==> config.mk <==
export PLATFORM = sky130hd
export DESIGN_NAME = motor_frame_codec_xor_nibble_check
export DESIGN_NICKNAME = d
export VERILOG_FILES = /design/src/sv/mfc_pkg.sv /design/src/sv/mfc_rx_deframer.sv /design/src/sv/motor_frame_codec_xor_nibble_check.sv
export SDC_FILE = /design/constraint.sdc
export NUM_CORES = 1
export LEC_CHECK = 0
export ABC_CLOCK_PERIOD_IN_PS = 3400
export BUFFER_PORTS_ARGS = -buffer_cell sky130_fd_sc_hd__buf_2
export CAP_MARGIN = 20
export CORE_ASPECT_RATIO = 1.25
export CORE_MARGIN = 4
export CORE_UTILIZATION = 35
export CTS_CLUSTER_DIAMETER = 100
export DETAILED_ROUTE_END_ITERATION = 16
export PLACE_DENSITY = 0.61
export SYNTH_ARGS = -nofsm -noshare
export SYNTH_HDL_FRONTEND = slang
export SYNTH_SLANG_ARGS = --single-unit
==> constraint.sdc <==
create_clock -name clk_i -period 3.4 [get_ports clk_i]
set_clock_uncertainty 0.2 [all_clocks]
set_input_delay 0.17 -clock clk_i [delete_from_list [all_inputs] [get_ports clk_i]]
set_output_delay 0.17 -clock clk_i [all_outputs]
set_load 0.02 [all_outputs]
==> src/sv/mfc_pkg.sv <==
// Shared types, register indexes and frame helpers for the motor frame codec.
package mfc_pkg;

  localparam int unsigned FrameBits = 16;
  localparam int unsigned ValueW    = 11;
  localparam int unsigned DutyW     = 16;
  localparam int unsigned CfgIdxW   = 8;
  localparam int unsigned CntW      = 4;

  localparam logic [ValueW-1:0]  ValueMax     = 11'd2047;
  localparam logic [DutyW-1:0]   DutyOneRst   = 16'd120;
  localparam logic [DutyW-1:0]   DutyZeroRst  = 16'd60;
  localparam logic [CntW-1:0]    LastBitCnt   = 4'hf;

  localparam logic [CfgIdxW-1:0] RegDutyOne  = 8'd0;
  localparam logic [CfgIdxW-1:0] RegDutyZero = 8'd1;

  localparam logic OpTx = 1'b0;
  localparam logic OpRx = 1'b1;

  localparam logic KindTx = 1'b0;
  localparam logic KindRx = 1'b1;

  typedef struct packed {
    logic              done;
    logic [ValueW-1:0] value;
    logic              ok;
  } rx_res_t;

  // Frame layout: value, check bit, then the XOR of the three nibbles above.
  function automatic logic [FrameBits-1:0] make_frame(logic [ValueW-1:0] value,
                                                      logic check);
    logic [11:0] head;
    logic [3:0]  x;
    head = {value, check};
    x    = head[3:0] ^ head[7:4] ^ head[11:8];
    return {head, x};
  endfunction

endpackage

==> src/sv/mfc_rx_deframer.sv <==
// Receive shift register, bit count and frame check for the motor frame codec.
module mfc_rx_deframer
  import mfc_pkg::*;
(
  input  logic    clk_i,
  input  logic    rst_ni,
  input  logic    bit_en_i,
  input  logic    line_bit_i,
  input  logic    clear_i,
  output rx_res_t res_o
);

  logic [FrameBits-1:0] shift_q, shift_d;
  logic [CntW-1:0]      cnt_q, cnt_d;

  always_comb begin
    shift_d = {shift_q[FrameBits-2:0], line_bit_i};
    cnt_d   = cnt_q + 1'b1;
  end

  // The result describes the frame as it stands once the current bit is in.
  always_comb begin
    res_o.done  = (cnt_q == LastBitCnt);
    res_o.value = shift_d[FrameBits-1:5];
    res_o.ok    = (make_frame(shift_d[FrameBits-1:5], 1'b1) == shift_d) && shift_d[4];
  end

  always_ff @(posedge clk_i or negedge rst_ni) begin
    if (!rst_ni) begin
      shift_q <= '0;
      cnt_q   <= '0;
    end else if (bit_en_i) begin
      shift_q <= shift_d;
      cnt_q   <= cnt_d;
    end else if (clear_i) begin
      cnt_q   <= '0;
    end
  end

endmodule

==> src/sv/motor_frame_codec_xor_nibble_check.sv <==
// Top level of the motor frame codec: input stage, transmit serializer, receive deframer, output register.
//
//   channel | signals                                      | direction
//   --------+----------------------------------------------+----------
//   in      | in_valid_i, in_stall_o, op, tx_value, line   | in
//   out     | out_valid_o, out_stall_i, kind, duty, last,  | out
//           | rx_value, rx_ok                              |
//   cfg     | cfg_valid_i, cfg_ready_o, index, data        | in
//
// A receive word leaves the input stage with its one bit, waiting on the output only when
// it closes a frame; a transmit word holds the stage for all sixteen duty words, so the
// output register sets the transmit rate. Every result is registered in the output register.
// Reset clears the receive state and loads the duty registers with 120 and 60.
// A stall on the output holds the output register and backs up into the input stage.
module motor_frame_codec_xor_nibble_check
  import mfc_pkg::*;
(
  input  logic               clk_i,
  input  logic               rst_ni,
  input  logic               in_valid_i,
  output logic               in_stall_o,
  input  logic               in_op_i,
  input  logic [15:0]        in_tx_value_i,
  input  logic               in_line_bit_i,
  output logic               out_valid_o,
  input  logic               out_stall_i,
  output logic               out_kind_o,
  output logic [DutyW-1:0]   out_duty_o,
  output logic               out_last_o,
  output logic [ValueW-1:0]  out_rx_value_o,
  output logic               out_rx_ok_o,
  input  logic               cfg_valid_i,
  output logic               cfg_ready_o,
  input  logic [CfgIdxW-1:0] cfg_index_i,
  input  logic [DutyW-1:0]   cfg_data_i
);

  logic [DutyW-1:0] duty_one_q, duty_zero_q;

  logic                 s1_valid_q;
  logic                 s1_op_q;
  logic                 s1_line_q;
  logic [FrameBits-1:0] s1_frame_q, s1_frame_d;
  logic [CntW-1:0]      s1_cnt_q;

  logic                 out_valid_q;
  logic                 out_kind_q;
  logic [DutyW-1:0]     out_duty_q;
  logic                 out_last_q;
  logic [ValueW-1:0]    out_value_q;
  logic                 out_ok_q;

  logic       in_accept;
  logic       out_ready;
  logic       emits;
  logic       fire;
  logic       last_beat;
  logic       s1_free;
  logic [ValueW-1:0] sat_value;
  rx_res_t    rx_res;

  assign cfg_ready_o = 1'b1;

  always_ff @(posedge clk_i or negedge rst_ni) begin
    if (!rst_ni) begin
      duty_one_q  <= DutyOneRst;
      duty_zero_q <= DutyZeroRst;
    end else if (cfg_valid_i && cfg_ready_o) begin
      case (cfg_index_i)
        RegDutyOne:  duty_one_q  <= cfg_data_i;
        RegDutyZero: duty_zero_q <= cfg_data_i;
        default: ;
      endcase
    end
  end

  mfc_rx_deframer u_rx (
    .clk_i      (clk_i),
    .rst_ni     (rst_ni),
    .bit_en_i   (fire && (s1_op_q == OpRx)),
    .line_bit_i (s1_line_q),
    .clear_i    (fire && (s1_op_q == OpTx)),
    .res_o      (rx_res)
  );

  assign out_ready = !out_valid_q || !out_stall_i;
  // A receive bit that does not close a frame leaves without waiting on the output.
  assign emits     = (s1_op_q == OpTx) || rx_res.done;
  assign fire      = s1_valid_q && (emits ? out_ready : 1'b1);
  assign last_beat = (s1_op_q == OpRx) || (s1_cnt_q == LastBitCnt);
  assign s1_free   = !s1_valid_q || (fire && last_beat);
  assign in_stall_o = !s1_free;
  assign in_accept  = in_valid_i && !in_stall_o;

  assign sat_value  = (in_tx_value_i > {5'd0, ValueMax}) ? ValueMax : in_tx_value_i[ValueW-1:0];
  assign s1_frame_d = make_frame(sat_value, 1'b0);

  always_ff @(posedge clk_i or negedge rst_ni) begin
    if (!rst_ni) begin
      s1_valid_q <= 1'b0;
      s1_cnt_q   <= '0;
    end else if (in_accept) begin
      s1_valid_q <= 1'b1;
      s1_cnt_q   <= '0;
    end else if (fire) begin
      s1_valid_q <= !last_beat;
      s1_cnt_q   <= s1_cnt_q + 1'b1;
    end
  end

  always_ff @(posedge clk_i) begin
    if (in_accept) begin
      s1_op_q    <= in_op_i;
      s1_line_q  <= in_line_bit_i;
      s1_frame_q <= s1_frame_d;
    end else if (fire) begin
      s1_frame_q <= {s1_frame_q[FrameBits-2:0], 1'b0};
    end
  end

  always_ff @(posedge clk_i or negedge rst_ni) begin
    if (!rst_ni) begin
      out_valid_q <= 1'b0;
    end else if (out_ready) begin
      out_valid_q <= fire && emits;
    end
  end

  always_ff @(posedge clk_i) begin
    if (fire && emits) begin
      if (s1_op_q == OpTx) begin
        out_kind_q  <= KindTx;
        out_duty_q  <= s1_frame_q[FrameBits-1] ? duty_one_q : duty_zero_q;
        out_last_q  <= (s1_cnt_q == LastBitCnt);
        out_value_q <= '0;
        out_ok_q    <= 1'b0;
      end else begin
        out_kind_q  <= KindRx;
        out_duty_q  <= '0;
        out_last_q  <= 1'b0;
        out_value_q <= rx_res.value;
        out_ok_q    <= rx_res.ok;
      end
    end
  end

  assign out_valid_o    = out_valid_q;
  assign out_kind_o     = out_kind_q;
  assign out_duty_o     = out_duty_q;
  assign out_last_o     = out_last_q;
  assign out_rx_value_o = out_value_q;
  assign out_rx_ok_o    = out_ok_q;

  a_last_only_tx: assert property (@(posedge clk_i) disable iff (!rst_ni)
    out_valid_q && out_last_q |-> out_kind_q == KindTx)
    else $error("last flag set on a received frame word");

  a_rx_fields_clear: assert property (@(posedge clk_i) disable iff (!rst_ni)
    out_valid_q && out_kind_q == KindRx |-> out_duty_q == '0 && !out_last_q)
    else $error("received frame word carries transmit fields");

  a_tx_holds_input: assert property (@(posedge clk_i) disable iff (!rst_ni)
    s1_valid_q && s1_op_q == OpTx && s1_cnt_q != LastBitCnt |-> in_stall_o)
    else $error("input taken while a transmit run is unfinished");

  a_tx_end_marked: assert property (@(posedge clk_i) disable iff (!rst_ni)
    fire && s1_op_q == OpTx && s1_cnt_q == LastBitCnt |=> out_valid_q && out_last_q)
    else $error("final transmit word not marked last");

endmodule

# ---- Word-level counts from Yosys, hierarchy flattened
# Cells that the tools add are included.
dict set report totals {
  in_bits 47
  latchBits 0
  memories 0
  reg_bits 105
  output_inout_bits 33
  word_cells 61
  ramBits 0
  mem_bits_ro 0
}
dict set report op_classes {
  bitwise 5
  reduce_logical 21
  n_div 0
  add_sub_neg 2
  order_cmp 1
  eq_ne 4
  shift 0
  n_mux 12
  multipliers 0
}
# operator n
set op_table {}
lappend op_table {{$mux 16} 3}
lappend op_table {{$gt 16x11->1 const B} 1}
lappend op_table {{$mux 4} 4}
lappend op_table {{$xor 4x4->4} 4}
lappend op_table {{$mux 11} 1}
lappend op_table {{$add 4x1->4 const B} 2}
lappend op_table {{$eq 4x4->1 const B} 2}
lappend op_table {{$eq 8x1->1 const B} 1}
lappend op_table {{$logic_not 8->1} 1}
lappend op_table {{$logic_and 1x1->1} 7}
lappend op_table {{$eq 5x5->1} 1}
lappend op_table {{$logic_not 1->1} 5}
lappend op_table {{$logic_or 1x1->1} 4}
lappend op_table {{$mux 1} 4}
lappend op_table {{$reduce_and 2->1} 2}
lappend op_table {{$reduce_bool 2->1} 2}
lappend op_table {{$not 1->1} 1}

# ---- Logic depth before layout (Yosys ltp)
# Gate-level depths: netlist (run 1).
dict set report logic_depth {
  word_depth 8
  ltp_mapped 6
  mapped_depth_nobuf 6
}

# ---- Cells and area by module
# From an unflattened synthesis (run 1), not the netlist that was laid out.
dict set report unflattened {
  hier_cells 344
  hier_area_um2 4678.2
}
# module cells_each seq_area_each_um2 instances area_per_inst_um2
set modules_own_cells {}
lappend modules_own_cells {motor_frame_codec_xor_nibble_check 271 2392.3 1 3714.8}
lappend modules_own_cells {mfc_rx_deframer 73 475.5 1 963.4}

# ---- Least setup slack after synthesis (run 1)
# No wires, ideal clock.
dict set report synth_path {
  path_type {flip-flop to flip-flop}
  startpoint {register u_rx.cnt_q[0]}
  endpoint {register out_duty_q[0] (netlist: out_duty_o[0]) (enable)}
  n_path_buf 1
  path_slack_ns 0.178
  setup_ns 0.427
  t_arrival_ns 2.595
  period_less_slack_ns 3.222
  t_required_ns 2.773
  path_stages_with_launch 6
  cell_sequence {dfrtp_1 -> ha_1 -> nand3_1 -> a22oi_1 -> buf_2 -> a21oi_1}
}
dict set report synth_via {
  elab_chain_cells 5
}
# item line_no
set synth_rtl {}
lappend synth_rtl {{start: declaration} mfc_rx_deframer.sv:14} ;# logic [CntW-1:0] cnt_q, cnt_d;
lappend synth_rtl {{start signal: assignment} mfc_rx_deframer.sv:34} ;# cnt_q <= cnt_d;
lappend synth_rtl {{$eq 4x4->1 (*)} mfc_rx_deframer.sv:23} ;# res_o.done = (cnt_q == LastBitCnt);
lappend synth_rtl {{$logic_or 1x1->1 (*)} motor_frame_codec_xor_nibble_check.sv:88} ;# assign emits = (s1_op_q == OpTx) || rx_res.done;
lappend synth_rtl {{$mux 1} motor_frame_codec_xor_nibble_check.sv:89} ;# assign fire = s1_valid_q && (emits ? out_ready : 1'b1);
lappend synth_rtl {{$logic_and 1x1->1} motor_frame_codec_xor_nibble_check.sv:89}
lappend synth_rtl {{$logic_and 1x1->1 (*)} motor_frame_codec_xor_nibble_check.sv:130} ;# if (fire && emits) begin
lappend synth_rtl {{end signal: assignment} motor_frame_codec_xor_nibble_check.sv:133} ;# out_duty_q <= s1_frame_q[FrameBits-1] ? duty_one_q : duty_zero_q;
lappend synth_rtl {{end: declaration} motor_frame_codec_xor_nibble_check.sv:48} ;# logic [DutyW-1:0] out_duty_q;
# Mark *: on every way between the ends. The rest lies on a longest branch, timed or not.
# A chain may end at the register's enable or synchronous reset.

# ---- Worst setup path after layout (run 1)
dict set report layout_path {
  startpoint {register u_rx.cnt_q[0]}
  endpoint {register s1_frame_q[2], data pin}
}
dict set report layout_via {
  elab_chain_cells 8
}
# item line_no
set layout_rtl {}
lappend layout_rtl {{$eq 4x4->1} mfc_rx_deframer.sv:23}
lappend layout_rtl {{$logic_or 1x1->1} motor_frame_codec_xor_nibble_check.sv:88}
lappend layout_rtl {{$mux 1} motor_frame_codec_xor_nibble_check.sv:89}
lappend layout_rtl {{$logic_and 1x1->1} motor_frame_codec_xor_nibble_check.sv:89}
lappend layout_rtl {{$logic_and 1x1->1} motor_frame_codec_xor_nibble_check.sv:91} ;# assign s1_free = !s1_valid_q || (fire && last_beat);
lappend layout_rtl {{$logic_or 1x1->1} motor_frame_codec_xor_nibble_check.sv:91}
lappend layout_rtl {{$logic_and 1x1->1} motor_frame_codec_xor_nibble_check.sv:93} ;# assign in_accept = in_valid_i && !in_stall_o;
lappend layout_rtl {{$mux 16} motor_frame_codec_xor_nibble_check.sv:112} ;# if (in_accept) begin
lappend layout_rtl {{end signal: assignment} motor_frame_codec_xor_nibble_check.sv:115} ;# s1_frame_q <= s1_frame_d;
lappend layout_rtl {{end signal: assignment} motor_frame_codec_xor_nibble_check.sv:117} ;# s1_frame_q <= {s1_frame_q[FrameBits-2:0], 1'b0};
lappend layout_rtl {{end: declaration} motor_frame_codec_xor_nibble_check.sv:43} ;# logic [FrameBits-1:0] s1_frame_q, s1_frame_d;
# No other way between the ends.

==> results of run 1 <==
==> cell usage after synthesis, drive strengths merged (5+ instances only) <==
cell	n	share of area
and2	12	0.017
buf	11	0.018
clkbuf	5	0.0041
dfrtp	49	0.27
dfstp	8	0.046
edfxtp	47	0.31
mux2	47	0.12
mux2i	19	0.042
nand2	12	0.0099
nand3	5	0.0055
nor2	37	0.031
o21ai	5	0.0055
o2bb2ai	14	0.027
xnor2	15	0.029
==> logic make-up (layout without fill, tap and decap cells) <==
group | count (synthesis) | after routing | synth area share
compound gates | 30 | 30 | 0.0508
mux | 66 | 66 | 0.167
buf+inv | 20 | 131 | 0.0257
fa+ha+maj | 2 | 2 | 0.00552
flops | 105 | 105 | 0.632
xor+xnor | 19 | 19 | 0.0367
other cells | 1 | 1 | 0.000827
simple gates | 79 | 79 | 0.0811
==> what timing repair did <==
item / 4_1_cts / 5_1_grt
gates resized for setup: 0 / 0
hold buffers: 25 / 1
endpoints found under the hold margin: 76 / 1
setup buffers: 0 / 0
==> routing by layer <==
layer	global-route usage	vias to the layer above	wire [µm]
met5	0	-	0
met4	0.0395	0	107
met3	0.0353	9	539
met2	0.185	90	4000
met1	0.170	1350	3850
li1	-	1359	-
==> layout make-up <==
class / count / area [µm²]
multi-input cells: 197 / 1560
inverters: 4 / 15.0
well taps: 168 / 210
clock buffers: 10 / 239
repair buffers: 111 / 703
fillers: 1154 / 7030
clock inverters: 6 / 88.8
flip-flops and latches: 105 / 2870
==> report_power, final <==
part | internal [mW] | switching (mW)
Clock | 0.668 | 0.444
Sequential | 1.56 | 0.162
Combinational | 0.331 | 0.286
==> sequential cells by signal (all words and copies together) (netlist names) <==
| signal | count |
|---|---|
| duty_one_q | 16 |
| duty_zero_q | 16 |
| out_duty_o | 16 |
| s1_frame_q | 16 |
| u_rx.shift_q | 15 |
| out_rx_value_o | 11 |
| s1_cnt_q | 4 |
| u_rx.cnt_q | 4 |
| out_kind_o | 1 |
| out_last_o | 1 |
| out_rx_ok_o | 1 |
| out_valid_o | 1 |
| s1_line_q | 1 |
| s1_op_q | 1 |
| s1_valid_q | 1 |
==> stage by stage <==
step	instances	utilization
after detailed placement	559	0.401
after floorplan	322	-
after global placement	559	0.401
after CTS	600	0.446
final	601	0.447
after global routing	601	0.447
==> worst max-delay path by stage <==
| stage | cells after the start | slack, ns | endpoint |
|---|---|---|---|
| 6_report | 6 | 0.86 | s1_frame_q[2] |
| 5_1_grt | 6 | 0.72 | s1_frame_q[7] |
| 3_5_place_dp | 6 | 0.91 | s1_frame_q[9] |
| 2_1_floorplan | 5 | 0.18 | out_duty_o[0] |
| 4_1_cts | 6 | 0.89 | s1_frame_q[9] |
| 3_3_place_gp | 6 | 1.01 | s1_frame_q[15] |
==> cells in the final DEF, fill, tap and decap left out, types with 5 or more instances in the layout <==
cell / n
mux2_2: 37
mux2i_1: 19
buf_4: 7
dlygate4sd3_1: 26
nand3_1: 5
nor2_1: 36
xnor2_1: 15
o2bb2ai_1: 14
buf_2: 78
o21ai_0: 5
mux2_4: 10
dfrtp_1: 49
edfxtp_1: 47
and2_1: 12
nand2_1: 12
dfstp_2: 8
clkbuf_16: 9
==> worst max-delay path: cells and delay by family, from the launching register on <==
family          cells  cell delay, ns
simple gates        2            1.04
flops               1            0.41
compound gates      2            0.31
fa+ha+maj           1            0.23
buf+inv             1            0.21
==> impl_metrics.toml, run 1 <==
[run_status]
status = "finished, final reports clean"

[sta]
fin_tns_setup_ns = 0
tightest_slew_ns = 1.03
maxSlewViolCount = 0
fmax_mhz = 394
setup_violations = 0
rsz0062_at_grt = "no"
fin_crit_sh = 0.747
whs_ns = 0.0174
slew_headroom = 0.314
period_minus_slack_ns = 2.54
hold_viol = 0
worst_slack_ns = 0.860

[setup_path]
startpoint = "u_rx.cnt_q[0]"
start_kind = "flip-flop"
cp_max_fo = 14
rr_endpoint = "s1_frame_q[2]"
required_ns = 3.39
cpPeakStageDelay_ns = 0.78
crit_slowest_cell = "nor2b_1"
crit_arrival_ns = 2.53
end_kind = "flip-flop"
worst-setup-path-type = "reg2reg"
path_cells = "ha_1 > nand3_1 > a22oi_1 > buf_4 > nor2b_1 > o2bb2ai_1"
rr_worst_depth = 6
r2r_start = "u_rx.cnt_q[0]"
regToRegSetupSlack_ns = 0.86

[finish]
syn2layout_area_growth_pct = 25.4
diodes = 0
stdcell_area_um2 = 5690
drive_gt1_frac = 0.370
final_nets = 477

[floorplanning]
rows = 46
coreArea_um2 = 12700
chipWidth_um = 110
boundaryPins = 80
start_util = 0.356
die_h_um = 135
die-area_um2 = 14900

[place]
gp_congestion = 0.771
dpl-instance-area_um2 = 5100
dpl_worst_slack_ns = 0.912
io_buffers = 78
place_hpwl_mm = 5.68

[routing]
antenna_left = 0
remaining_drc_errors = 0
finalWirelength_mm = 8.50
dr.pass1.iters = 5
via_count = 2808
drtIter0Drc = 141
wl_per_cell_um = 14.1
vias_per_cell = 4.67

[global_route]
grtUsageTotal = 0.123
antenna_found_initial = 0
gr-total-overflow = 0
grt_pass1_wl_mm = 14.1
grt_pass1_vias = 2824
grt_max_degree = 43

[flow_run]
cap_viol_max_count = 0

[synthesis]
synth_nets = 371
synth.avg_cell_area_um2 = 14.1
syn_area_um2 = 4530
synthFlopType = "dfrtp_1"
postSynthCellCount = 322
synth-warning-count = 0
seq_area_frac_synth = 0.632
ys_types = 42
synth_enable_flop_cells = 47
yosys_register_bits = 105
synth_async_sr_flop_share = 0.543

[clock_tree]
cts_inserted_buffers = 9
cts_tree = "built"
clkSinkCount = 105
max-clock-path-buffers = 2
clockRootBuffer = "clkbuf_16"
clock_latency_ns = 0.34
path_clk_slew_ns = 0.07
h-tree-depth = 3

[worst_hold_path]
holdPathEnd = "s1_frame_q[6]"
holdCritStartpoint = "in_tx_value_i[1]"
min_path_type = "in2reg"
hold_depth = 3

[power_and_ir_drop]
ir_drop_mv = 0.242
p_leak_nw = 2.50
power.density_nw_per_um2 = 607
p_total_mw = 3.45
Power figures use the tool's default switching activity.
==> run 2, diff against run 1 <==
Settings changed: ABC_CLOCK_PERIOD_IN_PS 3400 to 2550, PLACE_DENSITY 0.61 to 0.59.
Clock period 3.4 ns to 2.55 ns, I/O delays scaled along.
==> run 2 against run 1 <==
Against the previous run:
- global-route usage about the same
- setup slack worse by 0.47 ns
- wire length about the same
- sequential power up 32%
- clock-buffer cell count down 1
- critical path depth unchanged
- die area unchanged
- total power up 31%
- register-to-register slack worse by 0.44 ns
- combinational power up 39%
- utilization up 0.61 points
- sequential cell count unchanged
- critical endpoint is now in_stall_o
==> impl_metrics.toml, run 2 (same netlist as run 1, synthesis figures left out) <==
[run_status]
status = "finished, final reports clean"

[place]
place_inst = 563
place_hpwl_mm = 5.57
io_buffers = 78
gp_congestion = 0.755

[global_route]
grtUsageTotal = 0.123
gr-total-overflow = 0
antenna_found_initial = 0
grt_max_degree = 58
grt_pass1_wl_mm = 14.4
grt_pass1_vias = 2921

[setup_path]
required_ns = 2.22
cp_max_fo = 4
regToRegSetupSlack_ns = 0.42
crit_arrival_ns = 1.83
end_kind = "output port"
worst-setup-path-type = "reg2out"
start_kind = "flip-flop"

[floorplanning]
rows = 46
coreArea_um2 = 12700
boundaryPins = 80
start_util = 0.356
die-area_um2 = 14900
chipWidth_um = 110
die_h_um = 135

[finish]
final_cell_mix = "78 x buf_2, 49 x dfrtp_1, 47 x edfxtp_1, 37 x mux2_2, 36 x nor2_1"
drive_gt1_frac = 0.370
syn2layout_area_growth_pct = 27.1
layout_commonest_cell = "buf_2"
fillers = 1164
fin_util = 0.453
final_nets = 487
diodes = 0
final_cell_count_no_fill = 611

[power_and_ir_drop]
p_leak_nw = 2.53
power.density_nw_per_um2 = 783
p_clk_frac = 0.308
switching_share = 0.268
p_comb_frac = 0.190
ir_drop_mv = 0.310
seq_power_share = 0.502
p_switching_mw = 1.21
p_int_mw = 3.30

[routing]
dr.pass1.iters = 4
wl_per_cell_um = 13.9
drtIter0Drc = 99
vias_per_cell = 4.59
via_count = 2804
finalWirelength_mm = 8.50
remaining_drc_errors = 0
antenna_left = 0

[flow_run]
cap_viol_max_count = 0

[sta]
setup_violations = 0
fmax_mhz = 463
tightest_slew_ns = 0.974
rsz0062_at_grt = "no"
slew_headroom = 0.350
fin_crit_sh = 0.848
period_minus_slack_ns = 2.16
maxSlewViolCount = 0
fin_tns_setup_ns = 0
hold_viol = 0
whs_ns = 0.198

[clock_tree]
path_clk_slew_ns = 0.07
max-clock-path-buffers = 2
clockRootBuffer = "clkbuf_16"
h-tree-depth = 3
cts_inserted_buffers = 9
clkSinkCount = 105
clock_latency_ns = 0.34
cts_tree = "built"
cts_resized = 0

[worst_hold_path]
min_path_type = "in2reg"
-- run 2: cell count changes in the layout (fill, tap and decap cells not counted), sizes merged --
cell	previous run	this run
buf	85	89
bufinv	2	1
clkbuf	10	9
clkinv	2	3
clkinvlp	0	1
dlygate4sd3	26	32
-- run 2: area by class of cell --
type,instances,area (µm²),area share
Tap cell,168,210,0.0365
Inverter,4,15.0,0.00261
Sequential cell,105,2870,0.498
Multi-Input combinational cell,197,1560,0.271
Clock buffer,9,225,0.0391
Timing Repair Buffer,121,806,0.140
Clock inverter,7,77.6,0.0135
-- run 2: worst paths after layout --
path | from | endpoint | cells past startpoint
setup / recovery | u_rx.cnt_q[0] | in_stall_o | 6
hold / removal | cfg_index_i[0] | duty_one_q[2] | 4
hold reg to reg | s1_frame_q[3] | s1_frame_q[4] | 2
min in group asynchronous | rst_ni | u_rx.shift_q[5] | 3
max in group asynchronous | rst_ni | duty_one_q[0] | 3
setup reg to reg | s1_cnt_q[0] | s1_frame_q[14] | 5
-- run 2: power groups by stage --
| stage | registers (mW) | logic (mW) | clock network [mW] |
|---|---|---|---|
| final | 2.27 | 0.857 | 1.39 |
| after detailed placement | 2.30 | 0.832 | 0 |
| after global routing | 2.31 | 0.953 | 1.50 |
| after global placement | 2.30 | 0.812 | 0 |
| after CTS | 2.27 | 0.875 | 1.44 |
| after floorplan | 2.31 | 0.558 | 0 |
-- run 2: routing by layer --
layer | track usage | vias to the layer above | share of wire
met4 | 0.0478 | 0 | 0.014
met2 | 0.190 | 81 | 0.46
met1 | 0.172 | 1337 | 0.47
li1 | - | 1374 | -
met3 | 0.0210 | 12 | 0.054
met5 | 0 | - | 0
-- run 2: timing repair --
item | in CTS | in global routing
hold endpoints to repair | 97 | 0
hold buffers | 32 | 0
buffers inserted | 0 | 0
-- run 2: critical path: stages, from the launching register on --
cell and delay (ns):
dfrtp_1 0.39, ha_1 0.21, nand3_1 0.13, buf_4 0.19
a21oi_1 0.21, o21a_1 0.18, buf_2 0.18
-- run 2: metrics by stage --
| stage | cell area, µm² | setup slack (ns) | power, mW |
|---|---|---|---|
| after floorplan | 4550 | 0.245 | 2.87 |
| after global placement | 5140 | 0.464 | 3.11 |
| after detailed placement | 5140 | 0.426 | 3.13 |
| after CTS | 5760 | 0.362 | 4.58 |
| after global routing | 5760 | 0.237 | 4.76 |
| final | 5760 | 0.388 | 4.51 |
